$ cat src/usd_pkg.sv
// Shared types and constants for the UTF-8 stream decoder.
`default_nettype none
package usd_pkg;

  localparam int unsigned BYTE_W = 8;
  localparam int unsigned CP_W   = 21;
  localparam int unsigned LEN_W  = 3;

  localparam logic [BYTE_W-1:0] CONT_MASK  = 8'b0011_1111;
  localparam logic [BYTE_W-1:0] CONT_LEAD  = 8'b1000_0000;
  localparam logic [BYTE_W-1:0] ONE_MASK   = 8'b0111_1111;
  localparam logic [BYTE_W-1:0] TWO_MASK   = 8'b0001_1111;
  localparam logic [BYTE_W-1:0] TWO_LEAD   = 8'b1100_0000;
  localparam logic [BYTE_W-1:0] THREE_MASK = 8'b0000_1111;
  localparam logic [BYTE_W-1:0] THREE_LEAD = 8'b1110_0000;
  localparam logic [BYTE_W-1:0] FOUR_MASK  = 8'b0000_0111;
  localparam logic [BYTE_W-1:0] FOUR_LEAD  = 8'b1111_0000;

  localparam logic [LEN_W-1:0] LEN_ONE   = 3'd1;
  localparam logic [LEN_W-1:0] LEN_TWO   = 3'd2;
  localparam logic [LEN_W-1:0] LEN_THREE = 3'd3;
  localparam logic [LEN_W-1:0] LEN_FOUR  = 3'd4;

  // Role of one byte, settled by the front end.
  typedef enum logic [1:0] {
    KIND_ASCII,
    KIND_LEAD,
    KIND_CONT,
    KIND_BAD
  } byte_kind_t;

  // Classified byte as it travels through the queue.
  typedef struct packed {
    logic [BYTE_W-1:0] data;
    byte_kind_t        kind;
    logic              last;
    logic [LEN_W-1:0]  len;
  } usd_item_t;

endpackage
`default_nettype wire

$ cat src/usd_front.sv
// Front end: takes bytes and classifies them against the open sequence.
`default_nettype none
module usd_front (
  input  wire logic               clk,
  input  wire logic               rst_n,
  input  wire logic               in_valid_i,
  input  wire logic [7:0]         in_byte_i,
  input  wire logic               q_full_i,
  output logic                    in_ready_o,
  output logic                    push_o,
  output usd_pkg::usd_item_t      item_o
);
  import usd_pkg::*;

  logic [1:0]       rem_r, rem_nxt;
  logic [LEN_W-1:0] len_r, len_nxt;
  logic             accept;

  assign in_ready_o = !q_full_i;
  assign accept     = in_valid_i && !q_full_i;
  assign push_o     = accept;

  always_comb begin
    item_o.data = in_byte_i;
    item_o.kind = KIND_BAD;
    item_o.last = 1'b1;
    item_o.len  = LEN_ONE;
    rem_nxt     = rem_r;
    len_nxt     = len_r;
    if (rem_r != 2'd0) begin
      // any byte inside an open sequence counts as a continuation
      item_o.kind = KIND_CONT;
      item_o.last = (rem_r == 2'd1);
      item_o.len  = len_r;
      rem_nxt     = rem_r - 2'd1;
    end else begin
      priority if ((in_byte_i & ~ONE_MASK) == 8'h00) begin
        item_o.kind = KIND_ASCII;
      end else if ((in_byte_i & ~TWO_MASK) == TWO_LEAD) begin
        item_o.kind = KIND_LEAD;
        item_o.last = 1'b0;
        item_o.len  = LEN_TWO;
        rem_nxt     = 2'd1;
        len_nxt     = LEN_TWO;
      end else if ((in_byte_i & ~THREE_MASK) == THREE_LEAD) begin
        item_o.kind = KIND_LEAD;
        item_o.last = 1'b0;
        item_o.len  = LEN_THREE;
        rem_nxt     = 2'd2;
        len_nxt     = LEN_THREE;
      end else if ((in_byte_i & ~FOUR_MASK) == FOUR_LEAD) begin
        item_o.kind = KIND_LEAD;
        item_o.last = 1'b0;
        item_o.len  = LEN_FOUR;
        rem_nxt     = 2'd3;
        len_nxt     = LEN_FOUR;
      end else begin
        // stray continuation or invalid lead: one flagged byte
        item_o.kind = KIND_BAD;
      end
    end
  end

  always_ff @(posedge clk) begin
    if (!rst_n) begin
      rem_r <= 2'd0;
      len_r <= LEN_ONE;
    end else if (accept) begin
      rem_r <= rem_nxt;
      len_r <= len_nxt;
    end
  end

endmodule
`default_nettype wire

$ cat src/usd_fifo.sv
// Short queue of classified bytes between front and back end.
`default_nettype none
module usd_fifo #(
  parameter int unsigned DEPTH = 4
) (
  input  wire logic               clk,
  input  wire logic               rst_n,
  input  wire logic               push_i,
  input  usd_pkg::usd_item_t      item_i,
  input  wire logic               pop_i,
  output logic                    full_o,
  output logic                    empty_o,
  output usd_pkg::usd_item_t      item_o
);
  import usd_pkg::*;

  localparam int unsigned PTR_W = (DEPTH > 1) ? $clog2(DEPTH) : 1;
  localparam int unsigned CNT_W = $clog2(DEPTH + 1);
  localparam logic [PTR_W-1:0] LAST_PTR = PTR_W'(DEPTH - 1);

  usd_item_t        mem_r [DEPTH];
  logic [PTR_W-1:0] wr_ptr_r, rd_ptr_r;
  logic [CNT_W-1:0] cnt_r;
  logic             do_push, do_pop;

  assign full_o  = (cnt_r == CNT_W'(DEPTH));
  assign empty_o = (cnt_r == '0);
  assign do_push = push_i && !full_o;
  assign do_pop  = pop_i && !empty_o;
  assign item_o  = mem_r[rd_ptr_r];

  always_ff @(posedge clk) begin
    if (do_push) begin
      mem_r[wr_ptr_r] <= item_i;
    end
  end

  always_ff @(posedge clk) begin
    if (!rst_n) begin
      wr_ptr_r <= '0;
      rd_ptr_r <= '0;
      cnt_r    <= '0;
    end else begin
      if (do_push) begin
        wr_ptr_r <= (wr_ptr_r == LAST_PTR) ? '0 : wr_ptr_r + PTR_W'(1);
      end
      if (do_pop) begin
        rd_ptr_r <= (rd_ptr_r == LAST_PTR) ? '0 : rd_ptr_r + PTR_W'(1);
      end
      if (do_push && !do_pop) begin
        cnt_r <= cnt_r + CNT_W'(1);
      end else if (do_pop && !do_push) begin
        cnt_r <= cnt_r - CNT_W'(1);
      end
    end
  end

endmodule
`default_nettype wire

$ cat src/usd_back.sv
// Back end: assembles code points and holds the output register.
`default_nettype none
module usd_back (
  input  wire logic                   clk,
  input  wire logic                   rst_n,
  input  wire logic                   q_empty_i,
  input  usd_pkg::usd_item_t          item_i,
  output logic                        pop_o,
  input  wire logic                   out_ready_i,
  output logic                        out_valid_o,
  output logic [usd_pkg::CP_W-1:0]    code_point_o,
  output logic [usd_pkg::LEN_W-1:0]   seq_length_o,
  output logic                        malformed_o
);
  import usd_pkg::*;

  logic [CP_W-1:0]  acc_r, acc_nxt;
  logic             out_valid_r;
  logic [CP_W-1:0]  cp_r, cp_nxt;
  logic [LEN_W-1:0] len_r, len_nxt;
  logic             mal_r, mal_nxt;
  logic             emit, out_free;

  assign out_free = !out_valid_r || out_ready_i;

  always_comb begin
    acc_nxt = acc_r;
    cp_nxt  = 21'(item_i.data & ONE_MASK);
    len_nxt = LEN_ONE;
    mal_nxt = 1'b0;
    emit    = 1'b0;
    unique case (item_i.kind)
      KIND_ASCII: begin
        emit = 1'b1;
      end
      KIND_BAD: begin
        emit    = 1'b1;
        mal_nxt = 1'b1;
      end
      KIND_LEAD: begin
        unique case (item_i.len)
          LEN_TWO:   acc_nxt = 21'(item_i.data & TWO_MASK);
          LEN_THREE: acc_nxt = 21'(item_i.data & THREE_MASK);
          default:   acc_nxt = 21'(item_i.data & FOUR_MASK);
        endcase
      end
      KIND_CONT: begin
        acc_nxt = {acc_r[CP_W-7:0], item_i.data[5:0]};
        cp_nxt  = acc_nxt;
        len_nxt = item_i.len;
        emit    = item_i.last;
      end
      default: begin
        emit = 1'b0;
      end
    endcase
  end

  // hold a byte that would emit while the output register is stalled
  assign pop_o = !q_empty_i && (!emit || out_free);

  always_ff @(posedge clk) begin
    if (pop_o) begin
      acc_r <= acc_nxt;
    end
    if (pop_o && emit) begin
      cp_r  <= cp_nxt;
      len_r <= len_nxt;
      mal_r <= mal_nxt;
    end
  end

  always_ff @(posedge clk) begin
    if (!rst_n) begin
      out_valid_r <= 1'b0;
    end else if (pop_o && emit) begin
      out_valid_r <= 1'b1;
    end else if (out_ready_i) begin
      out_valid_r <= 1'b0;
    end
  end

  assign out_valid_o  = out_valid_r;
  assign code_point_o = cp_r;
  assign seq_length_o = len_r;
  assign malformed_o  = mal_r;

endmodule
`default_nettype wire

$ cat src/utf8_stream_decoder_core.sv
// Top level of the UTF-8 stream decoder.
// Decodes a UTF-8 byte stream at one byte per cycle while the queue has room. The classifier
// is combinational and writes each accepted byte into the queue at the accepting edge.
// The back end pops the byte at the queue head and loads the output register when that byte
// completes a code point; such a byte waits in the queue while the output is stalled.
// Malformed leads (11111xxx) and stray continuation bytes come out as one-byte items masked
// to 7 bits with tuser set; continuation prefixes are not checked. The QUEUE_DEPTH-entry
// queue absorbs output stalls so input keeps flowing while a result waits, until it is full.
`default_nettype none
module utf8_stream_decoder_core #(
  parameter int unsigned QUEUE_DEPTH = 4
) (
  input  wire logic        clk,
  input  wire logic        rst_n,
  input  wire logic        in_tvalid,
  output logic             in_tready,
  input  wire logic [7:0]  in_tdata,   // [7:0] byte_in
  output logic             out_tvalid,
  input  wire logic        out_tready,
  output logic [23:0]      out_tdata,  // [20:0] code_point, [23:21] seq_length
  output logic [0:0]       out_tuser   // [0] malformed
);
  import usd_pkg::*;

  usd_item_t        fr_item, q_item;
  logic             push, pop, q_full, q_empty;
  logic [CP_W-1:0]  code_point;
  logic [LEN_W-1:0] seq_length;
  logic             malformed;

  usd_front u_front (
    .clk        (clk),
    .rst_n      (rst_n),
    .in_valid_i (in_tvalid),
    .in_byte_i  (in_tdata),
    .q_full_i   (q_full),
    .in_ready_o (in_tready),
    .push_o     (push),
    .item_o     (fr_item)
  );

  usd_fifo #(
    .DEPTH (QUEUE_DEPTH)
  ) u_fifo (
    .clk     (clk),
    .rst_n   (rst_n),
    .push_i  (push),
    .item_i  (fr_item),
    .pop_i   (pop),
    .full_o  (q_full),
    .empty_o (q_empty),
    .item_o  (q_item)
  );

  usd_back u_back (
    .clk          (clk),
    .rst_n        (rst_n),
    .q_empty_i    (q_empty),
    .item_i       (q_item),
    .pop_o        (pop),
    .out_ready_i  (out_tready),
    .out_valid_o  (out_tvalid),
    .code_point_o (code_point),
    .seq_length_o (seq_length),
    .malformed_o  (malformed)
  );

  assign out_tdata = {seq_length, code_point};
  assign out_tuser = malformed;

endmodule
`default_nettype wire

$ cat config.mk
export PLATFORM = sky130hd
export DESIGN_NAME = utf8_stream_decoder_core
export DESIGN_NICKNAME = d
export VERILOG_FILES = /design/src/usd_pkg.sv /design/src/usd_front.sv /design/src/usd_fifo.sv /design/src/usd_back.sv /design/src/utf8_stream_decoder_core.sv
export SDC_FILE = /design/constraint.sdc
export NUM_CORES = 1
export LEC_CHECK = 0
export BUFFER_PORTS_ARGS = -buffer_cell sky130_fd_sc_hd__buf_2
export CELL_PAD_IN_SITES_DETAIL_PLACEMENT = 2
export CELL_PAD_IN_SITES_GLOBAL_PLACEMENT = 2
export CORE_MARGIN = 2
export CORE_UTILIZATION = 41
export CTS_BUF_LIST = sky130_fd_sc_hd__clkbuf_8
export DETAILED_ROUTE_END_ITERATION = 10
export PLACE_DENSITY = 0.79
export REMOVE_ABC_BUFFERS = 1
export SYNTH_ARGS = -nofsm -noshare
export SYNTH_HDL_FRONTEND = slang
export SYNTH_SLANG_ARGS = --single-unit
$ cat constraint.sdc
create_clock -name clk -period 4 [get_ports clk]
set_input_delay 1 -clock clk [delete_from_list [all_inputs] [get_ports clk]]
set_output_delay 1 -clock clk [all_outputs]
set_load 0.05 [all_outputs]
; Yosys cells after proc, flatten, opt, wreduce, memory -nomap -nowiden
; Memories as Yosys holds them, arrays and structs flattened. A register that Yosys moved wholly into a read port is not among the register bits.
; Index checks and enable logic that the tools add are counted.
[word_totals]
regBits = 53
mem_bits_rw = 56
inputBits = 12
out_inout_bits = 27
elab_cells = 90
mem_count = 1
[op_classes]
addsub = 5
eq_ne = 13
mux = 30
bitwise = 2
n_reduce_logical = 28
[mem_list]
columns = name, words, width, read_ports, rd_clocked_by_memory_dff, wr, line_no
row1 = u_fifo.mem_r, 4, 14, 1, 1, 1, usd_fifo.sv:21  ; usd_item_t mem_r [DEPTH];
[op_table]
columns = operator, n
row1 = $pmux 15 s2, 1
row2 = $mux 2, 11
row3 = $mux 6, 3
row4 = $mux 3, 5
row5 = $pmux 5 s2, 1
row6 = $eq 2x2->1 const B, 4
row7 = $logic_not 8->1, 1
row8 = $mux 4, 2
row9 = $reduce_bool 2->1, 4
row10 = $logic_and 1x1->1, 7
row11 = $mux 7, 1
row12 = $eq 3x2->1 const B, 2
row13 = $eq 3x3->1 const B, 2
row14 = $logic_not 1->1, 6
row15 = $eq 5x5->1 const B, 1
row16 = $mux 1, 5
row17 = $add 2x1->2 const B, 2
row18 = $eq 2x1->1 const B, 2
row19 = $eq 4x4->1 const B, 1
row20 = $reduce_and 4->1, 1
row21 = $reduce_bool 4->1, 1
row22 = $add 3x1->3 const B, 1
row23 = $logic_not 3->1, 1
row24 = $reduce_and 3->1, 1
row25 = 10 further kinds, 12

; Depth between registers and ports, before layout
; Gate-level depths: netlist of the first run.
[logic_depth]
ltp_word = 10
mapped_depth = 14
mapped_depth_nobuf = 12

; Hierarchy
; A second synthesis of the first run with hierarchy kept.
[hier_totals]
cells_unflattened = 257
hier_area_um2 = 4400.5
[modules_own_cells]
columns = mod, n_inst, cells_each, area_each_um2, seq_area_each_um2
row1 = usd_fifo, 1, 124, 2513.7, 1861.8
row2 = usd_back, 1, 80, 1501.4, 1221.2
row3 = usd_front, 1, 53, 385.4, 100.1

; Least setup slack after synthesis of the first run
; Ideal clock, no wire load.
[synth_path]
kind = reg-to-reg
start = reg (tool-made name)
end = reg u_back.cp_r[0], in the netlist u_back.code_point_o[0] (enable)
setup_ps = 438
arrival_ps = 3678
t_required_ps = 3562
path_slack_ps = -116
stages_incl_launch_ff = 9
n_path_buf = 2
period_less_slack_ps = 4116
cell_sequence = dfxtp_1 -> buf_6 -> buf_2 -> mux4_2 -> inv_1 -> ha_1 -> nor4b_1 -> nor3_1 -> nor3_1
[synth_lines]
columns = item, line_no
row1 = to (signal assigned), usd_back.sv:67  ; cp_r <= cp_nxt;
row2 = to (decl), usd_back.sv:19  ; logic [CP_W-1:0] cp_r, cp_nxt;

==> out/results.tsv, run 1 <==
metric	value	unit
cp-start-kind	flip-flop	
synth.cell_area	4203	µm²
power_frac_seq	45.2	%
die_x	105.2	µm
cts_buffers	9	
dp.cells	413	
rows	36	
cts.repair.resized	0	
dp_hpwl	6.417	mm
io_pins	39	
p_int	2.385	mW
max_slew.worst_pin.slew	0.9408	ns
synth-edff-count	92	
start_util	42.61	%
cts_num_sinks	107	
path_class	reg -> reg	
power_switching_share	39.60	%
cts_htree_levels	3	
synthCells	245	
grt_overflow	0	
status	complete, no violations	
p_total	3.949	mW
gp_congestion	0.6761	
drc	0	
gr-usage-all-layers	17.24	%
holdBufCountCts	0	
synth_cell_type_count	38	
cts_tree	yes	
post_cts_buffers	0	
drive_above_1_share	25.08	%
core_area	9864	µm²
area_delta_synth_final	13.01	%
fin_ws	0.5330	ns
drtIter0Drc	91	
drt-pass1-iter-count	6	
cap_violations	0	
fin_cells	428	
min_path_type	reg -> reg	
clk_latency	0.36	ns
ant_nets	0	
grt_first_pass_wirelength	14.09	mm
leakage	1.694	nW
timing.hold.ws	0.4755	ns
avgSynthCellArea	17.15	µm²
worst-endpoint-required	4.28	ns
dp_slack	0.5328	ns
nNetsFinal	313	
holdCritStartpoint	u_front.len_r[1]	
grt_max_degree	26	
fp.dieH	105.2	µm
period_share	86.68	%
finalClockSkew	0.01549	ns
hold_viol	0	
worstRegToRegCells	11	
maxSlewViolCount	0	
cts_buffer_depth	2	
port_buffers	38	
power.density	831.4	nW/µm²
root_buffer	clkbuf_8	
synth_ff_type	edfxtp_1	
crit_path_end_kind	flip-flop	
ys_seq_elements	107	
wl	9.073	mm
synthArstFlopShare	0	%
vias	2258	
antenna_found_initial	0	
fmax	0.2884	GHz
switchingPower	1.563	mW
n_antenna_cell	0	
ys_seq_area_share	72.88	%
pwr-share-comb	38.9	%
finalSetupViolCount	0	
max-slew-margin-rel	36.80	%
arrival	3.75	ns
clkPwrFrac	15.9	%
rsz0062_at_grt	no	
ys.warnings.count	0	
min_path_cells	2	
ir_drop	0.0003283	V
path_max_fanout	7	
period_needed	3.467	ns
grt_pass1_vias	2455	
clk_pin_slew	0.10	ns
wl_per_cell	21.20	µm
die-area	11080	µm²
via_per_inst	5.276	
[cells by family after synthesis]
kind of cell	Yosys count	synth area share (%)
compound gates	20	3.245
xor+xnor	2	0.4169
fa+ha+maj	10	3.156
buf+inv	16	1.667
flops	107	72.88
mux	23	9.705
simple gates	67	8.931
[metrics by stage]
stage / cell area (µm²) / TNS [ns] / utilization, %
floorplan: 4163 / -11.28 / -
global placement: 4567 / 0 / 46.30
detailed placement: 4567 / 0 / 46.30
CTS: 4750 / 0 / 48.15
global route: 4750 / 0 / 48.15
finish: 4750 / 0 / 48.15
[layout make-up]
type	count	area, µm²
Clock buffer	9	123.9
Clock inverter	6	58.81
Fill cell	941	5115
Inverter	8	30.03
Multi-Input combinational cell	122	1080
Sequential cell	107	3063
Tap cell	133	166.4
Timing Repair Buffer	43	227.7
[Yosys cell counts (4+ instances only)]
| cell type | number | share of area, % |
|---|---|---|
| and3_1 | 4 | 0.60 |
| inv_1 | 8 | 0.71 |
| o21ai_0 | 7 | 0.83 |
| mux4_2 | 10 | 5.4 |
| edfxtp_1 | 92 | 66 |
| nor2b_1 | 4 | 0.60 |
| nor2_1 | 7 | 0.63 |
| or3_1 | 4 | 0.60 |
| clkbuf_1 | 4 | 0.36 |
| a21oi_1 | 4 | 0.48 |
| mux2i_1 | 7 | 1.7 |
| nor3_1 | 5 | 0.60 |
| nand2_1 | 15 | 1.3 |
| and2_1 | 18 | 2.7 |
| ha_1 | 9 | 2.7 |
| dfxtp_1 | 15 | 7.1 |
[power groups by stage]
stage | sequential, mW | combinational [mW] | clock, mW
floorplan | 2.30 | 0.586 | 0
global placement | 1.78 | 1.46 | 0
detailed placement | 1.81 | 1.55 | 0
CTS | 1.79 | 1.56 | 0.650
global route | 1.82 | 1.64 | 0.686
finish | 1.79 | 1.53 | 0.629
[registers in the layout (all words and copies together) (netlist names), named ones only]
signal               cells
u_back.acc_r            15
u_back.code_point_o     21
u_back.malformed_o       1
u_back.out_valid_o       1
u_back.seq_length_o      3
u_fifo.cnt_r             3
u_fifo.mem_r            52
u_fifo.rd_ptr_r          2
u_fifo.wr_ptr_r          2
u_front.len_r            3
u_front.rem_r            2
[critical path, stage by stage (launching register included)]
cell and delay, ns:
dfxtp_1 0.57, mux4_2 0.62, ha_1 0.33, nor2b_1 0.29, a211oi_4 0.14, inv_1 0.11
ha_1 0.18, inv_1 0.07, fa_1 0.40, xor2_1 0.17, or3_1 0.34, a21oi_1 0.18
[routing by layer]
layer / part of all wire [%] / track usage, % / vias to the layer above / routed length, µm
met5: 0 / 0 / - / 0
met4: 1.6 / 6.952 / 0 / 148
met2: 52 / 30.46 / 61 / 4754
li1: - / - / 1020 / -
met1: 42 / 21.00 / 1162 / 3817
met3: 3.9 / 2.845 / 15 / 353
[cell usage in the layout, fill, tap and decap left out, types with 2 or more instances in the layout]
cell / n
or3_1: 4
buf_2: 38
o211ai_1: 2
and2_1: 18
nand3_1: 2
buf_4: 5
a21oi_1: 4
edfxtp_1: 92
and3_1: 4
o21ai_0: 7
mux4_1: 3
mux2_2: 3
nor3_1: 3
mux2i_1: 7
nor2_1: 7
ha_1: 9
dfxtp_1: 15
clkinv_4: 2
nor2b_1: 4
nand2_1: 15
mux4_2: 10
clkbuf_8: 9
o21a_1: 2
clkinv_1: 2
nor3_2: 2
nand2b_1: 2
xor2_1: 2
inv_1: 9
[path summary, 6_finish.rpt]
kind	end	slack, ns
worst max-delay path	u_fifo.cnt_r[2]	0.53
worst min-delay path	u_front.len_r[1]	0.48
worst max register to register	u_fifo.cnt_r[2]	0.53
worst min register to register	u_front.len_r[1]	0.48
Note: power is estimated with default switching activity, not from simulation.
==> inputs of run 2 (changes only) <==
ABC_AREA = 1   (was not set)
CORE_UTILIZATION = 38   (was 41)
==> run 2 against run 1 <==
Against the previous run:
- non-clock buffer count up 3
- total power up 5.7%
- clock power up 3.7%
- setup slack better by 0.16 ns
- global-route usage up 0.96 points
- die area up 9.9%
- first-iteration DRC count up 21%
- cell count up 24%
- sequential power up 2%
==> out/results.tsv, run 2 <==
metric	value	unit
status	complete, no violations	
cts_htree_levels	3	
max_slew.worst_pin.slew	0.4643	ns
r2r_end	u_fifo.cnt_r[2]	
worst-endpoint-required	4.26	ns
crit_path_end_kind	flip-flop	
clk_latency	0.38	ns
dp_slack	0.6915	ns
grt_max_degree	27	
ys.warnings.count	0	
ff2ff_setup_slack	0.69	ns
post_cts_buffers	0	
cts_tree	yes	
power.density	862.5	nW/µm²
synth-edff-count	92	
nNetsFinal	408	
io_pins	39	
die-area	12180	µm²
mostFrequentLayoutCell	edfxtp_1	
drtIter0Drc	110	
critical-path-max-stage-delay	0.53	ns
grt_pass1_vias	2836	
synthArstFlopShare	0	%
worstRegToRegCells	16	
leakage	1.926	nW
synth.cell_area	4298	µm²
maxSlewViolCount	0	
period_needed	3.310	ns
cts_buffer_depth	2	
wl	10.16	mm
min_path_cells	2	
fp.dieH	110.4	µm
grt_overflow	0	
cap_violations	0	
hold_viol	0	
holdBufCountCts	0	
synthCells	340	
drt-pass1-iter-count	4	
cp_slowest_cell	dfxtp_1	
cts.repair.resized	0	
area_delta_synth_final	12.63	%
rsz0062_at_grt	no	
finalSetupViolCount	0	
cp-start-kind	flip-flop	
antenna_found_initial	0	
synth_area_leaders	edfxtp_1 64%, dfxtp_1 7.0%, nand2_1 4.7%	
vias	2632	
ys_seq_area_share	71.27	%
multi_input_area	967.2	µm²
yosys.area.top_type	edfxtp_1	
path_max_fanout	18	
setup_tns	0	ns
n_antenna_cell	0	
avgSynthCellArea	12.64	µm²
fmax	0.3021	GHz
drive_above_1_share	19.44	%
port_buffers	38	
synth_most_common_cell	edfxtp_1	
synth_cell_type_count	37	
ir_drop	0.0004537	V
fin_ws	0.6897	ns
synth_common_cells	92 x edfxtp_1, 54 x nand2_1, 46 x inv_1	
via_per_inst	4.957	
gp_congestion	0.7411	
max-slew-margin-rel	69.04	%
path_class	reg -> reg	
wl_per_cell	19.13	µm
final_cell_mix	92 x edfxtp_1, 54 x nand2_1, 46 x inv_1, 38 x buf_2, 31 x nor2_1	
start_util	39.30	%
min_path_type	reg -> reg	
fill_cells	1131	
clk_pin_slew	0.11	ns
dp_hpwl	7.337	mm
ys_seq_elements	107	
cts_num_sinks	107	
crit_chain	buf_4 > nand2_1 > a32oi_1 > inv_1 > ha_1 > inv_1 > nand2_1 > nand3_2 > nand2_2 > ha_1 > inv_1 > fa_1 > a21oi_1 > o21ai_0 > o21ai_0 > a21oi_1	
p_total	4.175	mW
regArea	3063	µm²
rows	38	
ant_nets	0	
period_share	82.76	%
synth_ff_type	edfxtp_1	
largest_reg_flops	52	
top_register	u_fifo.mem_r	
holdCritStartpoint	u_front.len_r[1]	
cts_buffers	9	
gr-usage-all-layers	18.20	%
finalClockSkew	0.01038	ns
root_buffer	clkbuf_8	
synth_top_area_share	64.28	%
crit_path_frequent_cell	inv_1	
min_to	u_front.len_r[1]	
core_area	10940	µm²
die_x	110.4	µm
arrival	3.57	ns
drc	0	
grt_first_pass_wirelength	15.96	mm
timing.hold.ws	0.4867	ns
-- run 2: per-layer routing --
metal | track usage, % | up-vias | part of all wire [%]
met4 | 5.982 | 0 | 1.4
met2 | 32.12 | 45 | 52
met1 | 22.58 | 1325 | 44
met5 | 0 | - | 0
met3 | 3.292 | 12 | 2.7
li1 | - | 1250 | -
-- run 2: worst max-delay path: cells and delay by family (launching register included) --
kind,cells,cell delay (ns)
AND/OR/NAND/NOR,4,0.39
adder cells (fa/ha/maj),3,0.87
AO/OA/AOI/OAI,5,0.87
flip-flops,1,0.53
buffers and inverters,4,0.53
-- run 2: power by group --
part	switching (mW)	internal (mW)	total (mW)
Clock	0.396	0.255	0.652
Sequential	0.131	1.70	1.83
Combinational	1.31	0.383	1.69
-- run 2: layout make-up --
cell class	count	share of cell area [%]
Sequential cell	107	63.27
Multi-Input combinational cell	173	19.98
Timing Repair Buffer	46	5.169
Inverter	49	3.903
Tap cell	140	3.619
Clock buffer	10	2.843
Clock inverter	6	1.215
-- run 2: cells by family after synthesis --
family | count (synthesis) | synth area share [%]
buf+inv | 60 | 6.230
simple gates | 101 | 10.60
fa+ha+maj | 10 | 3.086
compound gates | 62 | 8.821
flops | 107 | 71.27
-- run 2: through the flow --
| stage | cells | cell area [µm²] | utilization (%) |
|---|---|---|---|
| after floorplan | 329 | 4219 | - |
| after global placement | 515 | 4644 | 42.47 |
| after detailed placement | 515 | 4644 | 42.47 |
| after CTS | 531 | 4841 | 44.27 |
| after global routing | 531 | 4841 | 44.27 |
| final | 531 | 4841 | 44.27 |
-- run 2: worst max-delay path by stage --
stage / slack, ns / from / endpoint
final: 0.69 / flip-flop / u_fifo.cnt_r[2]
after CTS: 0.69 / flip-flop / u_fifo.cnt_r[2]
after detailed placement: 0.69 / flip-flop / u_fifo.cnt_r[2]
after global routing: 0.26 / flip-flop / u_fifo.cnt_r[2]
after floorplan: 0.90 / flip-flop / u_fifo.cnt_r[2]
after global placement: 1.01 / flip-flop / u_fifo.cnt_r[2]
==> inputs of run 3 (changes only) <==
clock period = 2.8 ns   (was 4 ns; I/O delays follow)
==> run 3 against run 2 <==
Against the previous run:
- total power rose by 47%
- combinational power rose by 57%
- critical path depth did not move
- fmax rose by 22%
- setup slack got worse by 0.60 ns
- largest power group is now combinational cells
- highest routed layer unchanged
==> out/results.tsv, run 3 (same netlist as run 2, synthesis figures left out) <==
metric	value	unit
cts_buffers	9	
drc	0	
max_slew.worst_pin.slew	0.6283	ns
period_needed	2.707	ns
largest_reg_flops	52	
gr-usage-all-layers	18.61	%
min_path_cells	2	
vias	2689	
drive_above_1_share	22.61	%
path_max_fanout	6	
root_buffer	clkbuf_8	
min_path_type	reg -> reg	
clk_latency	0.38	ns
clk_pin_slew	0.10	ns
arrival	2.97	ns
maxSlewViolCount	0	
m1WireLength	4.592	mm
grt_max_degree	26	
ff2ff_setup_slack	0.09	ns
cp-start-kind	flip-flop	
cts_num_sinks	107	
cts_htree_levels	3	
crit_path_end_kind	flip-flop	
wl_per_cell	19.90	µm
io_pins	39	
path_class	reg -> reg	
fill_cells	1114	
cap_violations	0	
p_total	6.141	mW
finalSetupViolCount	0	
min_to	u_front.len_r[1]	
die-area	12180	µm²
fmax	0.3694	GHz
port_buffers	38	
r2r_end	u_fifo.cnt_r[2]	
fp.dieH	110.4	µm
holdBufCountCts	0	
n_antenna_cell	0	
power.density	1244	nW/µm²
route.met3.wl	302	µm
dr_wl_met2	5.699	mm
cts_tree	yes	
wl	10.71	mm
grt_overflow	0	
fin_cells	538	
grt_pass1_vias	2875	
nNetsFinal	415	
worstRegToRegCells	16	
holdCritStartpoint	u_front.len_r[1]	
highest_layer	met4	
drt-pass1-iter-count	4	
antenna_found_initial	0	
start_util	39.30	%
period_share	96.67	%
max-slew-margin-rel	57.67	%
cts_buffer_depth	2	
area_delta_synth_final	14.85	%
ant_nets	0	
grt_first_pass_wirelength	16.28	mm
rows	38	
drtIter0Drc	141	
ir_drop	0.0006449	V
core_area	10940	µm²
via_per_inst	4.998	
gp_congestion	0.6969	
hold_viol	0	
dp.cells	519	
top_register	u_fifo.mem_r	
worst-endpoint-required	3.07	ns
setup_tns	0	ns
final_cell_mix	92 x edfxtp_1, 54 x nand2_1, 46 x inv_1, 38 x buf_2, 31 x nor2_1	
leakage	1.968	nW
die_x	110.4	µm
dp_hpwl	7.314	mm
status	complete, no violations	
mostFrequentLayoutCell	edfxtp_1	
finalClockSkew	0.01380	ns
-- run 3: cell count changes in the layout (fill, tap and decap cells not counted), moves of 2 or more --
| cell | before | now |
|---|---|---|
| a21oi_2 | 1 | 3 |
| clkinv_4 | 0 | 3 |
| a32oi_1 | 3 | 1 |
| o21ai_0 | 21 | 19 |
| clkinvlp_4 | 3 | 0 |
| buf_4 | 8 | 15 |
| a21oi_1 | 21 | 19 |
-- run 3: worst max-delay path, stage by stage (launching register included) --
cell     delay [ns]
dfxtp_4        0.39
inv_4          0.08
nand2_1        0.06
a32oi_2        0.22
inv_1          0.12
ha_4           0.28
inv_1          0.04
nand2_1        0.08
nand3_2        0.11
nand2_4        0.10
ha_1           0.17
inv_2          0.08
fa_2           0.41
a21oi_2        0.17
o21ai_2        0.08
o21ai_1        0.15
a21oi_1        0.07
-- run 3: where the power goes --
group | leakage, nW | internal, mW | switching [mW]
registers | 0.985 | 2.43 | 0.171
clock network | 0.0945 | 0.333 | 0.558
logic | 0.889 | 0.660 | 1.99
total | 1.97 | 3.42 | 2.72
-- run 3: cell type report --
| class | instances | area, µm² | share of cell area, % |
|---|---|---|---|
| multi-input combinational | 173 | 1025 | 20.76 |
| sequential | 107 | 3067 | 62.13 |
| tap | 140 | 175.2 | 3.549 |
| clock inverter | 7 | 53.80 | 1.090 |
| inverter | 49 | 188.9 | 3.828 |
| clock buffer | 9 | 123.9 | 2.510 |
| timing repair buffer | 53 | 302.8 | 6.134 |
-- run 3: routing by layer --
metal  global-route usage (%)  vias to the layer above
met5                        0                        -
met4                    4.643                        0
met3                    3.645                        8
met2                    33.57                       42
met1                    22.89                     1376
li1                         -                     1263
-- run 3: metrics by stage --
step | hold WS, ns | instance area [µm²] | worst slack (ns) | util [%]
2_1_floorplan | 0.4269 | 4219 | -0.3001 | -
3_3_place_gp | 0.4524 | 4674 | 0.2196 | 42.75
3_5_place_dp | 0.4654 | 4674 | -0.08957 | 42.75
4_1_cts | 0.4799 | 4871 | 0.007446 | 44.54
5_1_grt | 0.5147 | 4936 | -0.05710 | 45.14
6_report | 0.4742 | 4936 | 0.09313 | 45.14
-- run 3: timing repair --
item,in CTS,in global routing
endpoints found under the hold margin,0,0
pin swaps,0,5
setup endpoints to repair,2,2
resized for setup,4,10
buffers inserted,0,3
-- run 3: worst max-delay path by stage --
stage | from | to | slack, ns | cells past startpoint
2_1_floorplan | flip-flop | u_fifo.cnt_r[2] | -0.30 | 16
4_1_cts | flip-flop | u_fifo.cnt_r[2] | 0.007 | 15
3_5_place_dp | flip-flop | u_fifo.cnt_r[2] | -0.09 | 14
5_1_grt | flip-flop | u_fifo.cnt_r[2] | -0.06 | 16
3_3_place_gp | flip-flop | u_fifo.cnt_r[2] | 0.22 | 15
6_report | flip-flop | u_fifo.cnt_r[2] | 0.09 | 16
